===== config.mk =====
export PLATFORM = sky130hd
export DESIGN_NAME = glob_wildcard_matcher
export DESIGN_NICKNAME = d
export VERILOG_FILES = /design/src/sv/gwm_pkg.sv /design/src/sv/glob_wildcard_matcher.sv /design/src/sv/gwm_front.sv /design/src/sv/gwm_queue.sv /design/src/sv/gwm_back.sv
export VERILOG_INCLUDE_DIRS = /design/src /design/src/sv
export SDC_FILE = /design/constraint.sdc
export NUM_CORES = 2
export LEC_CHECK = 0
export ABC_AREA = 0
export BUFFER_PORTS_ARGS = -buffer_cell sky130_fd_sc_hd__buf_2
export CORE_UTILIZATION = 40
export DETAILED_ROUTE_END_ITERATION = 7
export SLEW_MARGIN = 30
export SYNTH_ARGS = -nofsm -noshare
export SYNTH_HDL_FRONTEND = slang
export SYNTH_SLANG_ARGS = --single-unit

===== constraint.sdc =====
create_clock -name clk -period 4.4 [get_ports clk]
set_input_delay 0.88 -clock clk [delete_from_list [all_inputs] [get_ports clk]]
set_output_delay 0.88 -clock clk [all_outputs]
set_load 0.1 [all_outputs]

===== src/sv/glob_wildcard_matcher_assert.svh =====
// ----------------------------------------------------------------------------
// Glob wildcard matcher assertion macros
// Clocked assertion forms used by the matcher top level; clk and rst_n in scope.
// ----------------------------------------------------------------------------
`ifndef GLOB_WILDCARD_MATCHER_ASSERT_SVH
`define GLOB_WILDCARD_MATCHER_ASSERT_SVH

// Same-cycle implication, checked out of reset
`define GWM_ASSERT_NOW(lbl, ante, cons) \
    lbl: assert property (@(posedge clk) disable iff (!rst_n) (ante) |-> (cons)) \
        else $error("glob matcher check failed");

// Next-cycle implication, checked out of reset
`define GWM_ASSERT_NEXT(lbl, ante, cons) \
    lbl: assert property (@(posedge clk) disable iff (!rst_n) (ante) |=> (cons)) \
        else $error("glob matcher check failed");

`endif


===== src/sv/gwm_pkg.sv =====
// ----------------------------------------------------------------------------
// Glob wildcard matcher package
// Request codes, request, queue status and back-end state types, queue sizing, pattern character constants.
// ----------------------------------------------------------------------------
package gwm_pkg;

    // Request kind codes as seen on the kind port
    localparam logic [1:0] KIND_CLEAR = 2'd0;
    localparam logic [1:0] KIND_PAT   = 2'd1;
    localparam logic [1:0] KIND_STR   = 2'd2;
    localparam logic [1:0] KIND_END   = 2'd3;

    // Pattern wildcards
    localparam logic [7:0] CHAR_STAR  = 8'h2A;
    localparam logic [7:0] CHAR_QMARK = 8'h3F;

    // Request queue between front and back
    localparam int QUEUE_DEPTH = 4;
    localparam int QPTR_W      = 2;
    localparam int QCNT_W      = 3;

    typedef enum logic [1:0] {
        OP_CLEAR,
        OP_PAT,
        OP_STR,
        OP_END
    } op_t;

    typedef struct packed {
        op_t        op;
        logic [7:0] data;
    } req_t;

    typedef struct packed {
        logic full;
        logic empty;
    } q_stat_t;

    typedef enum logic [1:0] {
        B_RUN,
        B_ISSUE,
        B_MCMP,
        B_TCMP
    } back_state_t;

endpackage


===== src/sv/glob_wildcard_matcher.sv =====
// ----------------------------------------------------------------------------
// Glob wildcard matcher
// Loads a glob pattern and a byte string, then reports whether they match.
// ----------------------------------------------------------------------------
//
//   channel   | handshake           | payload
//   ----------+---------------------+------------------------------
//   request   | start high, busy low| kind[1:0], char_byte[7:0]
//   result    | strobe, one cycle   | matched, overflow
//
// Clear and load requests are taken one per cycle while busy is low, executed
// one per cycle while no match runs. An end-of-string request holds the back
// end for its walk, each step issuing the store reads, then comparing; a match
// closes in the issue state, and a dropped byte skips the walk. The strobe is
// registered. The backtracking walk makes at most about (pattern+1)*(string+1)
// steps, as each store has one read port with registered data and each step
// compares once. A four-deep queue lets requests keep arriving during a match.
// Reset clears lengths, overflow flags, queue and sequencer; store contents
// stay undefined and need no clearing pass. The receiver cannot stall.
// ----------------------------------------------------------------------------
`include "glob_wildcard_matcher_assert.svh"

module glob_wildcard_matcher #(
    parameter int PATTERN_MAX = 64,
    parameter int STRING_MAX  = 256
) (
    input  logic       clk,
    input  logic       rst_n,
    input  logic       start,
    output logic       busy,
    input  logic [1:0] kind,
    input  logic [7:0] char_byte,
    output logic       strobe,
    output logic       matched,
    output logic       overflow
);

    gwm_pkg::q_stat_t q_stat;
    gwm_pkg::req_t    push_req;
    gwm_pkg::req_t    head_req;
    logic             push;
    logic             pop;
    logic             matching;

    // Front: take and decode requests
    gwm_front u_front (
        .clk       (clk),
        .rst_n     (rst_n),
        .start     (start),
        .kind      (kind),
        .char_byte (char_byte),
        .q_stat    (q_stat),
        .busy      (busy),
        .push      (push),
        .push_req  (push_req)
    );

    // Request queue
    gwm_queue u_queue (
        .clk      (clk),
        .rst_n    (rst_n),
        .push     (push),
        .push_req (push_req),
        .pop      (pop),
        .head_req (head_req),
        .q_stat   (q_stat)
    );

    // Back: stores and match sequencer
    gwm_back #(
        .PATTERN_MAX (PATTERN_MAX),
        .STRING_MAX  (STRING_MAX)
    ) u_back (
        .clk      (clk),
        .rst_n    (rst_n),
        .q_stat   (q_stat),
        .head_req (head_req),
        .pop      (pop),
        .matching (matching),
        .strobe   (strobe),
        .matched  (matched),
        .overflow (overflow)
    );

    // Checks
    `GWM_ASSERT_NOW(a_ovf_kills_match, strobe && overflow, !matched)
    `GWM_ASSERT_NOW(a_no_result_mid_match, matching, !strobe)
    `GWM_ASSERT_NEXT(a_full_queue_no_pop_loss, q_stat.full && !pop, q_stat.full || push)

endmodule


===== src/sv/gwm_front.sv =====
// ----------------------------------------------------------------------------
// Glob wildcard matcher front end
// Takes requests, decodes the kind code and holds one request for the queue.
// ----------------------------------------------------------------------------
module gwm_front (
    input  logic             clk,
    input  logic             rst_n,
    input  logic             start,
    input  logic [1:0]       kind,
    input  logic [7:0]       char_byte,
    input  gwm_pkg::q_stat_t q_stat,
    output logic             busy,
    output logic             push,
    output gwm_pkg::req_t    push_req
);

    logic          valid_reg;
    logic          valid_next;
    gwm_pkg::req_t req_reg;
    gwm_pkg::req_t req_next;
    gwm_pkg::req_t dec_req;
    logic          accept;

    // Decode the kind code
    always_comb
    begin
        dec_req.data = char_byte;
        unique case (kind)
            gwm_pkg::KIND_CLEAR: dec_req.op = gwm_pkg::OP_CLEAR;
            gwm_pkg::KIND_PAT:   dec_req.op = gwm_pkg::OP_PAT;
            gwm_pkg::KIND_STR:   dec_req.op = gwm_pkg::OP_STR;
            default:             dec_req.op = gwm_pkg::OP_END;
        endcase
    end

    // Holding stage: stalls only while the queue is full
    assign busy     = valid_reg && q_stat.full;
    assign accept   = start && !busy;
    assign push     = valid_reg && !q_stat.full;
    assign push_req = req_reg;

    always_comb
    begin
        valid_next = accept || (valid_reg && !push);
        req_next   = accept ? dec_req : req_reg;
    end

    always_ff @(posedge clk or negedge rst_n)
    begin
        if (!rst_n)
        begin
            valid_reg <= 1'b0;
        end
        else
        begin
            valid_reg <= valid_next;
        end
    end

    always_ff @(posedge clk)
    begin
        req_reg <= req_next;
    end

endmodule


===== src/sv/gwm_queue.sv =====
// ----------------------------------------------------------------------------
// Glob wildcard matcher request queue
// Short FIFO that lets the front keep taking requests while a match runs.
// ----------------------------------------------------------------------------
module gwm_queue (
    input  logic             clk,
    input  logic             rst_n,
    input  logic             push,
    input  gwm_pkg::req_t    push_req,
    input  logic             pop,
    output gwm_pkg::req_t    head_req,
    output gwm_pkg::q_stat_t q_stat
);

    gwm_pkg::req_t                entry_reg [gwm_pkg::QUEUE_DEPTH];
    logic [gwm_pkg::QPTR_W-1:0]   wr_ptr_reg;
    logic [gwm_pkg::QPTR_W-1:0]   wr_ptr_next;
    logic [gwm_pkg::QPTR_W-1:0]   rd_ptr_reg;
    logic [gwm_pkg::QPTR_W-1:0]   rd_ptr_next;
    logic [gwm_pkg::QCNT_W-1:0]   count_reg;
    logic [gwm_pkg::QCNT_W-1:0]   count_next;

    assign q_stat.full  = (count_reg == gwm_pkg::QCNT_W'(gwm_pkg::QUEUE_DEPTH));
    assign q_stat.empty = (count_reg == '0);
    assign head_req     = entry_reg[rd_ptr_reg];

    // Pointer and fill count update
    always_comb
    begin
        wr_ptr_next = push ? wr_ptr_reg + 1'b1 : wr_ptr_reg;
        rd_ptr_next = pop  ? rd_ptr_reg + 1'b1 : rd_ptr_reg;
        count_next  = count_reg;
        if (push && !pop)
        begin
            count_next = count_reg + 1'b1;
        end
        else if (pop && !push)
        begin
            count_next = count_reg - 1'b1;
        end
    end

    always_ff @(posedge clk or negedge rst_n)
    begin
        if (!rst_n)
        begin
            wr_ptr_reg <= '0;
            rd_ptr_reg <= '0;
            count_reg  <= '0;
        end
        else
        begin
            wr_ptr_reg <= wr_ptr_next;
            rd_ptr_reg <= rd_ptr_next;
            count_reg  <= count_next;
        end
    end

    // Entry storage
    always_ff @(posedge clk)
    begin
        if (push)
        begin
            entry_reg[wr_ptr_reg] <= push_req;
        end
    end

endmodule


===== src/sv/gwm_back.sv =====
// ----------------------------------------------------------------------------
// Glob wildcard matcher back end
// Stores pattern and string bytes and runs the backtracking glob match.
// ----------------------------------------------------------------------------
module gwm_back #(
    parameter int PATTERN_MAX = 64,
    parameter int STRING_MAX  = 256
) (
    input  logic             clk,
    input  logic             rst_n,
    input  gwm_pkg::q_stat_t q_stat,
    input  gwm_pkg::req_t    head_req,
    output logic             pop,
    output logic             matching,
    output logic             strobe,
    output logic             matched,
    output logic             overflow
);

    localparam int PAW = (PATTERN_MAX > 1) ? $clog2(PATTERN_MAX) : 1;
    localparam int PLW = $clog2(PATTERN_MAX + 1);
    localparam int SAW = (STRING_MAX > 1) ? $clog2(STRING_MAX) : 1;
    localparam int SLW = $clog2(STRING_MAX + 1);

    // Byte stores
    logic [7:0] pat_mem [PATTERN_MAX];
    logic [7:0] str_mem [STRING_MAX];
    logic [7:0] pat_rd_reg;
    logic [7:0] str_rd_reg;
    logic       pat_we;
    logic       str_we;

    gwm_pkg::back_state_t state_reg;
    gwm_pkg::back_state_t state_next;
    logic [PLW-1:0] plen_reg, plen_next;
    logic [SLW-1:0] slen_reg, slen_next;
    logic           pdrop_reg, pdrop_next;
    logic           sdrop_reg, sdrop_next;
    logic [PLW-1:0] p_reg, p_next;
    logic [SLW-1:0] s_reg, s_next;
    logic [PLW-1:0] star_reg, star_next;
    logic [SLW-1:0] resume_reg, resume_next;
    logic           have_star_reg, have_star_next;
    logic           strobe_reg, strobe_next;
    logic           matched_reg, matched_next;
    logic           overflow_reg, overflow_next;
    logic           p_ok;

    assign pop      = (state_reg == gwm_pkg::B_RUN) && !q_stat.empty;
    assign matching = (state_reg != gwm_pkg::B_RUN);
    assign strobe   = strobe_reg;
    assign matched  = matched_reg;
    assign overflow = overflow_reg;
    assign p_ok     = (p_reg < plen_reg);

    // Request execution and match sequencer
    always_comb
    begin
        state_next     = state_reg;
        plen_next      = plen_reg;
        slen_next      = slen_reg;
        pdrop_next     = pdrop_reg;
        sdrop_next     = sdrop_reg;
        p_next         = p_reg;
        s_next         = s_reg;
        star_next      = star_reg;
        resume_next    = resume_reg;
        have_star_next = have_star_reg;
        strobe_next    = 1'b0;
        matched_next   = matched_reg;
        overflow_next  = overflow_reg;
        pat_we         = 1'b0;
        str_we         = 1'b0;

        unique case (state_reg)
            gwm_pkg::B_RUN:
            begin
                if (pop)
                begin
                    unique case (head_req.op)
                        gwm_pkg::OP_CLEAR:
                        begin
                            plen_next  = '0;
                            pdrop_next = 1'b0;
                        end
                        gwm_pkg::OP_PAT:
                        begin
                            if (plen_reg < PLW'(PATTERN_MAX))
                            begin
                                pat_we    = 1'b1;
                                plen_next = plen_reg + 1'b1;
                            end
                            else
                            begin
                                pdrop_next = 1'b1;
                            end
                        end
                        gwm_pkg::OP_STR:
                        begin
                            if (slen_reg < SLW'(STRING_MAX))
                            begin
                                str_we    = 1'b1;
                                slen_next = slen_reg + 1'b1;
                            end
                            else
                            begin
                                sdrop_next = 1'b1;
                            end
                        end
                        default:
                        begin
                            if (pdrop_reg || sdrop_reg)
                            begin
                                strobe_next   = 1'b1;
                                matched_next  = 1'b0;
                                overflow_next = 1'b1;
                                slen_next     = '0;
                                sdrop_next    = 1'b0;
                            end
                            else
                            begin
                                p_next         = '0;
                                s_next         = '0;
                                star_next      = '0;
                                resume_next    = '0;
                                have_star_next = 1'b0;
                                state_next     = gwm_pkg::B_ISSUE;
                            end
                        end
                    endcase
                end
            end

            // Store reads at p and s are in flight this cycle
            gwm_pkg::B_ISSUE:
            begin
                if (s_reg < slen_reg)
                begin
                    state_next = gwm_pkg::B_MCMP;
                end
                else if (p_ok)
                begin
                    state_next = gwm_pkg::B_TCMP;
                end
                else
                begin
                    strobe_next   = 1'b1;
                    matched_next  = 1'b1;
                    overflow_next = 1'b0;
                    slen_next     = '0;
                    sdrop_next    = 1'b0;
                    state_next    = gwm_pkg::B_RUN;
                end
            end

            // One step of the main walk
            gwm_pkg::B_MCMP:
            begin
                state_next = gwm_pkg::B_ISSUE;
                if (p_ok && pat_rd_reg == gwm_pkg::CHAR_STAR)
                begin
                    have_star_next = 1'b1;
                    star_next      = p_reg;
                    resume_next    = s_reg;
                    p_next         = p_reg + 1'b1;
                end
                else if (p_ok && (pat_rd_reg == gwm_pkg::CHAR_QMARK ||
                                  pat_rd_reg == str_rd_reg))
                begin
                    s_next = s_reg + 1'b1;
                    p_next = p_reg + 1'b1;
                end
                else if (have_star_reg)
                begin
                    p_next      = star_reg + 1'b1;
                    resume_next = resume_reg + 1'b1;
                    s_next      = resume_reg + 1'b1;
                end
                else
                begin
                    strobe_next   = 1'b1;
                    matched_next  = 1'b0;
                    overflow_next = 1'b0;
                    slen_next     = '0;
                    sdrop_next    = 1'b0;
                    state_next    = gwm_pkg::B_RUN;
                end
            end

            // Trailing pattern must be all stars
            default:
            begin
                if (pat_rd_reg == gwm_pkg::CHAR_STAR)
                begin
                    p_next     = p_reg + 1'b1;
                    state_next = gwm_pkg::B_ISSUE;
                end
                else
                begin
                    strobe_next   = 1'b1;
                    matched_next  = 1'b0;
                    overflow_next = 1'b0;
                    slen_next     = '0;
                    sdrop_next    = 1'b0;
                    state_next    = gwm_pkg::B_RUN;
                end
            end
        endcase
    end

    always_ff @(posedge clk or negedge rst_n)
    begin
        if (!rst_n)
        begin
            state_reg     <= gwm_pkg::B_RUN;
            plen_reg      <= '0;
            slen_reg      <= '0;
            pdrop_reg     <= 1'b0;
            sdrop_reg     <= 1'b0;
            p_reg         <= '0;
            s_reg         <= '0;
            star_reg      <= '0;
            resume_reg    <= '0;
            have_star_reg <= 1'b0;
            strobe_reg    <= 1'b0;
        end
        else
        begin
            state_reg     <= state_next;
            plen_reg      <= plen_next;
            slen_reg      <= slen_next;
            pdrop_reg     <= pdrop_next;
            sdrop_reg     <= sdrop_next;
            p_reg         <= p_next;
            s_reg         <= s_next;
            star_reg      <= star_next;
            resume_reg    <= resume_next;
            have_star_reg <= have_star_next;
            strobe_reg    <= strobe_next;
        end
    end

    // Result payload
    always_ff @(posedge clk)
    begin
        matched_reg  <= matched_next;
        overflow_reg <= overflow_next;
    end

    // Pattern store: one write, one registered read
    always_ff @(posedge clk)
    begin
        if (pat_we)
        begin
            pat_mem[plen_reg[PAW-1:0]] <= head_req.data;
        end
        pat_rd_reg <= pat_mem[p_reg[PAW-1:0]];
    end

    // String store: one write, one registered read
    always_ff @(posedge clk)
    begin
        if (str_we)
        begin
            str_mem[slen_reg[SAW-1:0]] <= head_req.data;
        end
        str_rd_reg <= str_mem[s_reg[SAW-1:0]];
    end

endmodule

Yosys cells after proc, flatten, opt, wreduce, memory -nomap -nowiden
Memory sizes are Yosys's and may differ from the RTL's. A register that Yosys moved wholly into a read port is not among the register bits.
Cells that the tools add are included.

storage, ports and cells
  register bits = 74
  memory bits (writable) = 2600
  input port bits = 13
  output and inout bits = 4
  logic and storage cells = 202
  memories = 3

cells by class
  add/subtract/negate cells = 10
  $lt $le $gt $ge = 4
  equal/unequal tests = 31
  mux-type cells = 97
  bitwise operators = 1
  reduce and logical (&&, ||, !) cells = 37

memory list
  name               words  bits a word  read ports  clocked after Yosys merged registers in  write ports  RTL line         text
  u_back.str_mem     256    8            1           1                                        1            gwm_back.sv:27   logic [7:0] str_mem [STRING_MAX];
  u_back.pat_mem     64     8            1           1                                        1            gwm_back.sv:26   logic [7:0] pat_mem [PATTERN_MAX];
  u_queue.entry_reg  4      10           1           0                                        1            gwm_queue.sv:15  gwm_pkg::req_t entry_reg [gwm_pkg::QUEUE_DEPTH];

operators by type and width
  operator             number
  $mux 9               17
  $mux 7               9
  $pmux 9 s2           3
  $mux 1               46
  $pmux 7 s2           2
  $add 9x1->9 const B  3
  $pmux 9 s3           1
  $ne 2x2->1 const B   11
  $add 7x1->7 const B  3
  $pmux 7 s3           1
  $reduce_and 10->1    2
  $reduce_and 6->1     3
  $eq 8x6->1 const B   2
  $mux 2               7
  $pmux 1 s3           4
  $pmux 2 s3           2
  $logic_and 1x1->1    9
  $lt 9x9->1           1
  $lt 9x9->1 const B   1
  $ne 3x3->1 const B   3
  $reduce_and 9->1     1
  $eq 8x8->1           1
  $reduce_and 4->1     2
  $lt 7x7->1           1
  other kinds (25)     45

Longest topological paths before layout
  depth after elaboration = 7
  depth in mapped cells = 12
  gate-level depth less buffers = 10

Cells and area by module
Synthesis repeated with hierarchy kept, for this count alone.

second synthesis, totals
  cell total of the unflattened synthesis = 5192
  area, all modules = 105134.6 um^2

modules (own cells, without submodules)
  module     times used  cells an instance  area each (um^2)  sequential area each (um^2)
  gwm_back   1           5089               102933.7          78605.4
  gwm_queue  1           86                 1840.5            1376.3
  gwm_front  1           17                 360.3             325.3

Worst setup path after synthesis
Ideal clock, no wire load.

  kind = register -> register
  start point = register u_queue.rd_ptr_reg[0] in the netlist's numbering
  end point = memory u_back.pat_mem[0][0] (data pin)
  library setup time = 0.639 ns
  arrival time = 3.310 ns
  required time = 3.761 ns
  setup slack = 0.450 ns
  stages on the path, launching flop included = 3
  path buffers = 1
  period minus slack after synthesis = 3.950 ns
  cell sequence = dfrtp_1 buf_1 mux4_2

RTL lines
  element                 RTL line         text
  from (decl)             gwm_queue.sv:18  logic [gwm_pkg::QPTR_W-1:0] rd_ptr_reg;
  from (signal assigned)  gwm_queue.sv:54  rd_ptr_reg <= rd_ptr_next;
  to (decl)               gwm_back.sv:26

Worst setup path after layout
  start point = register u_queue.rd_ptr_reg[0] in the netlist's numbering
  end point = memory u_back.str_mem[135][3], enable pin

on the way
  cells in the longest elaborated chain, start to end = 7

ends and longest elaborated chain
  element                       RTL line         text
  $mem_v2 4x10                  --
  $eq 2x2->1                    gwm_back.sv:80   unique case (head_req.op)
  $mux 1                        gwm_back.sv:80
  $mux 1                        gwm_back.sv:78   if (pop)
  $mux 1                        gwm_back.sv:75   unique case (state_reg)
  $mux 1                        gwm_back.sv:263  if (str_we)
  $mux 1 (implied by the code)  gwm_back.sv:265  str_mem[slen_reg[SAW-1:0]] <= head_req.data;
  to (decl)                     gwm_back.sv:27

No other way between the ends.

==> impl_results.md <==
* Combinational share of power at 20.7%
* Pre-CTS setup slack at 0.2241 ns
* Post-synth ARST share at 2.305%
* RSZ-0062 raised after global routing: false
* Die X-Extent at 512.2 um
* Vias in the first global route at 51640
* Gates resized, CTS repair at 0
* Final instance area at 119700 um2
* Internal Power at approximately 52000 uW
* Max frequency at ~240 MHz
* DRC at 0
* Total GRT Usage at 19.64%
* Post-synth EDFFs at ~2600
* Pleak at 0.03724 uW
* Status: finished, final reports clean
* First-pass GRT wire length at 373200 um
* Vias at slightly above 50000
* Setup WS post-layout at 0.2183 ns
* R2R Path End: u_back.str_mem[135][3]
* Max-cap viol count at 0
* Synthesized area at between 100000 and 150000 um2
* Fin. Hold Viols at 0
* Ys flop type: edfxtp_1
* Hold Path Class: input pin to register
* Nets at 5259
* Area of the core at 257900 um2
* Initial antenna violation count at 8
* Cells on worst reg2reg path at 8
* Final hold slack at 0.1159 ns
* Pre-antenna DRT Iters at 7
* Area grow syn2layout at 14.97%
* CP arrival at 4.82 ns
* CP Capture Type: register
* Finish-stage setup viols at 0
* Cells after Synth at 4851
* Critical Path End: u_back.str_mem[135][3]
* Starting density of the core at 40.38%
* Crit start category: register
* Slew @ Worst Pin at 0.9920 ns
* DPL Wire Length at 157700 um
* Rows at 186
* Sw Share at ~28%
* Initial DRC count at around 5700
* Number of port buffers at 16
* Most common cell in the netlist: edfxtp_1
* Drt wl/cell at between 20 and 30 um
* Die height at 512.2 um
* Worst setup path start: u_queue.rd_ptr_reg[0]
* Root Driver: clkbuf_16
* Global route overflow at 0
* Post-DP Area at 110500 um2
* Power Dens Cells at between 600 and 700 nW/um2
* Reg power frac at 46.7%
* # IOs at 17
* Post-DRT Antenna Nets at 0
* TritonCTS clock tree: built
* Worst vdd ir at a little under 0.6 mV
* Max-slew violations at 0
* Clock power share at around a third
* R2R Setup Slk at 0.22 ns
* Final WL at between 200000 and 300000 um
* Clock Path Buffers at 4
* Sw Pwr at approximately 20000 uW
* Syn. warnings at 0
* Top post-synthesis cells by area: edfxtp_1, mux4_2, dfrtp_1
* Vias per cell at 5.767
* Worst Path Required at 5.04 ns
* Crit path kind: register to register
* Worst-path clk slew at 0.06 ns
* Layout cells sized above 1 at 27.60%
* Synth top cells by count: edfxtp_1, mux4_2, nor2_1
* FF-to-FF Start: u_queue.rd_ptr_reg[0]
* Seq cells post-synth at around 2700
* Syn Nets at 4897
* Critical path peak fanout at 16
* Largest net degree at the start of global routing at 153
* Later-pin clock latency in the skew report at 0.95 ns
* Die ar. at ~260000 um2
* Tcrit/Tclk final at a little over nine tenths
* Post-synth top area share at 75.32%
* Slew HR at 33.58%
* Synth Area per Inst at between 20 and 25 um2
* Fin util at a little under half
* RePlAce Congestion at 0.8474
* Number of CTS-inserted buffers at 288
* Post-synthesis sequential area ratio at 77.12%
* Total negative setup slack at 0 ns
* Fill cell count at 21190
* CTS sink cnt at 2690
* Post-route clock skew at approximately 0.09 ns
* CTS H-Tree Depth at 5
* Final Critical Period at 4.182 ns
* Max FFs per register at 2048
* Synth area leader: edfxtp_1
* Synth unique cells at 65
[cells in the final DEF (no fill, tap or decap), types with 53 or more instances in the layout]
cell type  netlist  final
a22o_1          77     77
a221oi_1        64     64
a22oi_1         97     97
a21oi_1         56     55
nand2_1         70     53
mux4_2         690    682
edfxtp_1      2612   2612
nor2_1         377    370
clkbuf_16        0    296
buf_4            4    292
dfrtp_1         62     57
[cell type report]
type	count	area (um2)	area share [%]
Antenna cell	1	2.502	0.002090
Clock buffer	344	7637	6.379
Clock inverter	147	1516	1.267
Inverter	35	131.4	0.1097
Multi-Input combinational cell	1845	22690	18.95
Sequential cell	2690	80320	67.09
Tap cell	3384	4234	3.537
Timing Repair Buffer	353	3183	2.659
[critical path: stages (launching register included)]
cell and delay, ns:
dfrtp_1 0.58, mux4_2 0.69, nand3b_4 0.25, nor3_1 0.25
nand2_1 0.16, nor2_1 0.74, nand2_1 0.70, nor2_1 0.29
buf_4 0.21
[logic make-up after synthesis]
group / synth area share [%]
buffers and inverters: 1.250
and+or+nand+nor: 2.436
DFF: 77.12
xor gates and xnor gates: 0.2187
muxes: 15.32
AOI/OAI and AO/OA: 3.249
adders and majority gates: 0.4037
[repair_timing]
item / in CTS / in global routing
hold endpoints to repair: 0 / 16
setup buffers: 0 / 0
hold buffers: 0 / 1
[layer usage]
metal,track usage [%],share of wire [%],vias up
met3,3.650,7.4,367
met2,30.99,48,2009
met4,5.169,2.3,2
met1,28.11,42,27230
met5,0,0.0047,-
li1,-,-,21130
[worst min-delay path by stage]
stage / depth (start not counted) / end / from
2_1_floorplan: 0 / u_queue.entry_reg[0][0] / u_front.push_req[0]
3_3_place_gp: 0 / u_queue.entry_reg[1][5] / u_front.push_req[5]
3_5_place_dp: 0 / u_queue.entry_reg[1][5] / u_front.push_req[5]
4_1_cts: 1 / u_queue.count_reg[2] / rst_n
5_1_grt: 1 / u_front.push_req[8] / kind[0]
6_report: 1 / u_front.push_req[8] / kind[0]
[power by group through the flow]
stage                     sequential [uW]  combinational, uW  clock, uW
final                               34000              15000      23800
after global routing                34000              16100      25100
after CTS                           34000              15400      24200
after detailed placement            34500              15400          0
after global placement              34500              14900          0
after floorplan                     35000               8620          0
[per-stage QoR]
step	instances	power, uW
floorplan	4851	43630
global placement	8302	49410
detailed placement	8306	49940
CTS	8797	73530
global route	8799	75170
finish	8799	72830
No activity file was read; power rests on OpenSTA's default activity.
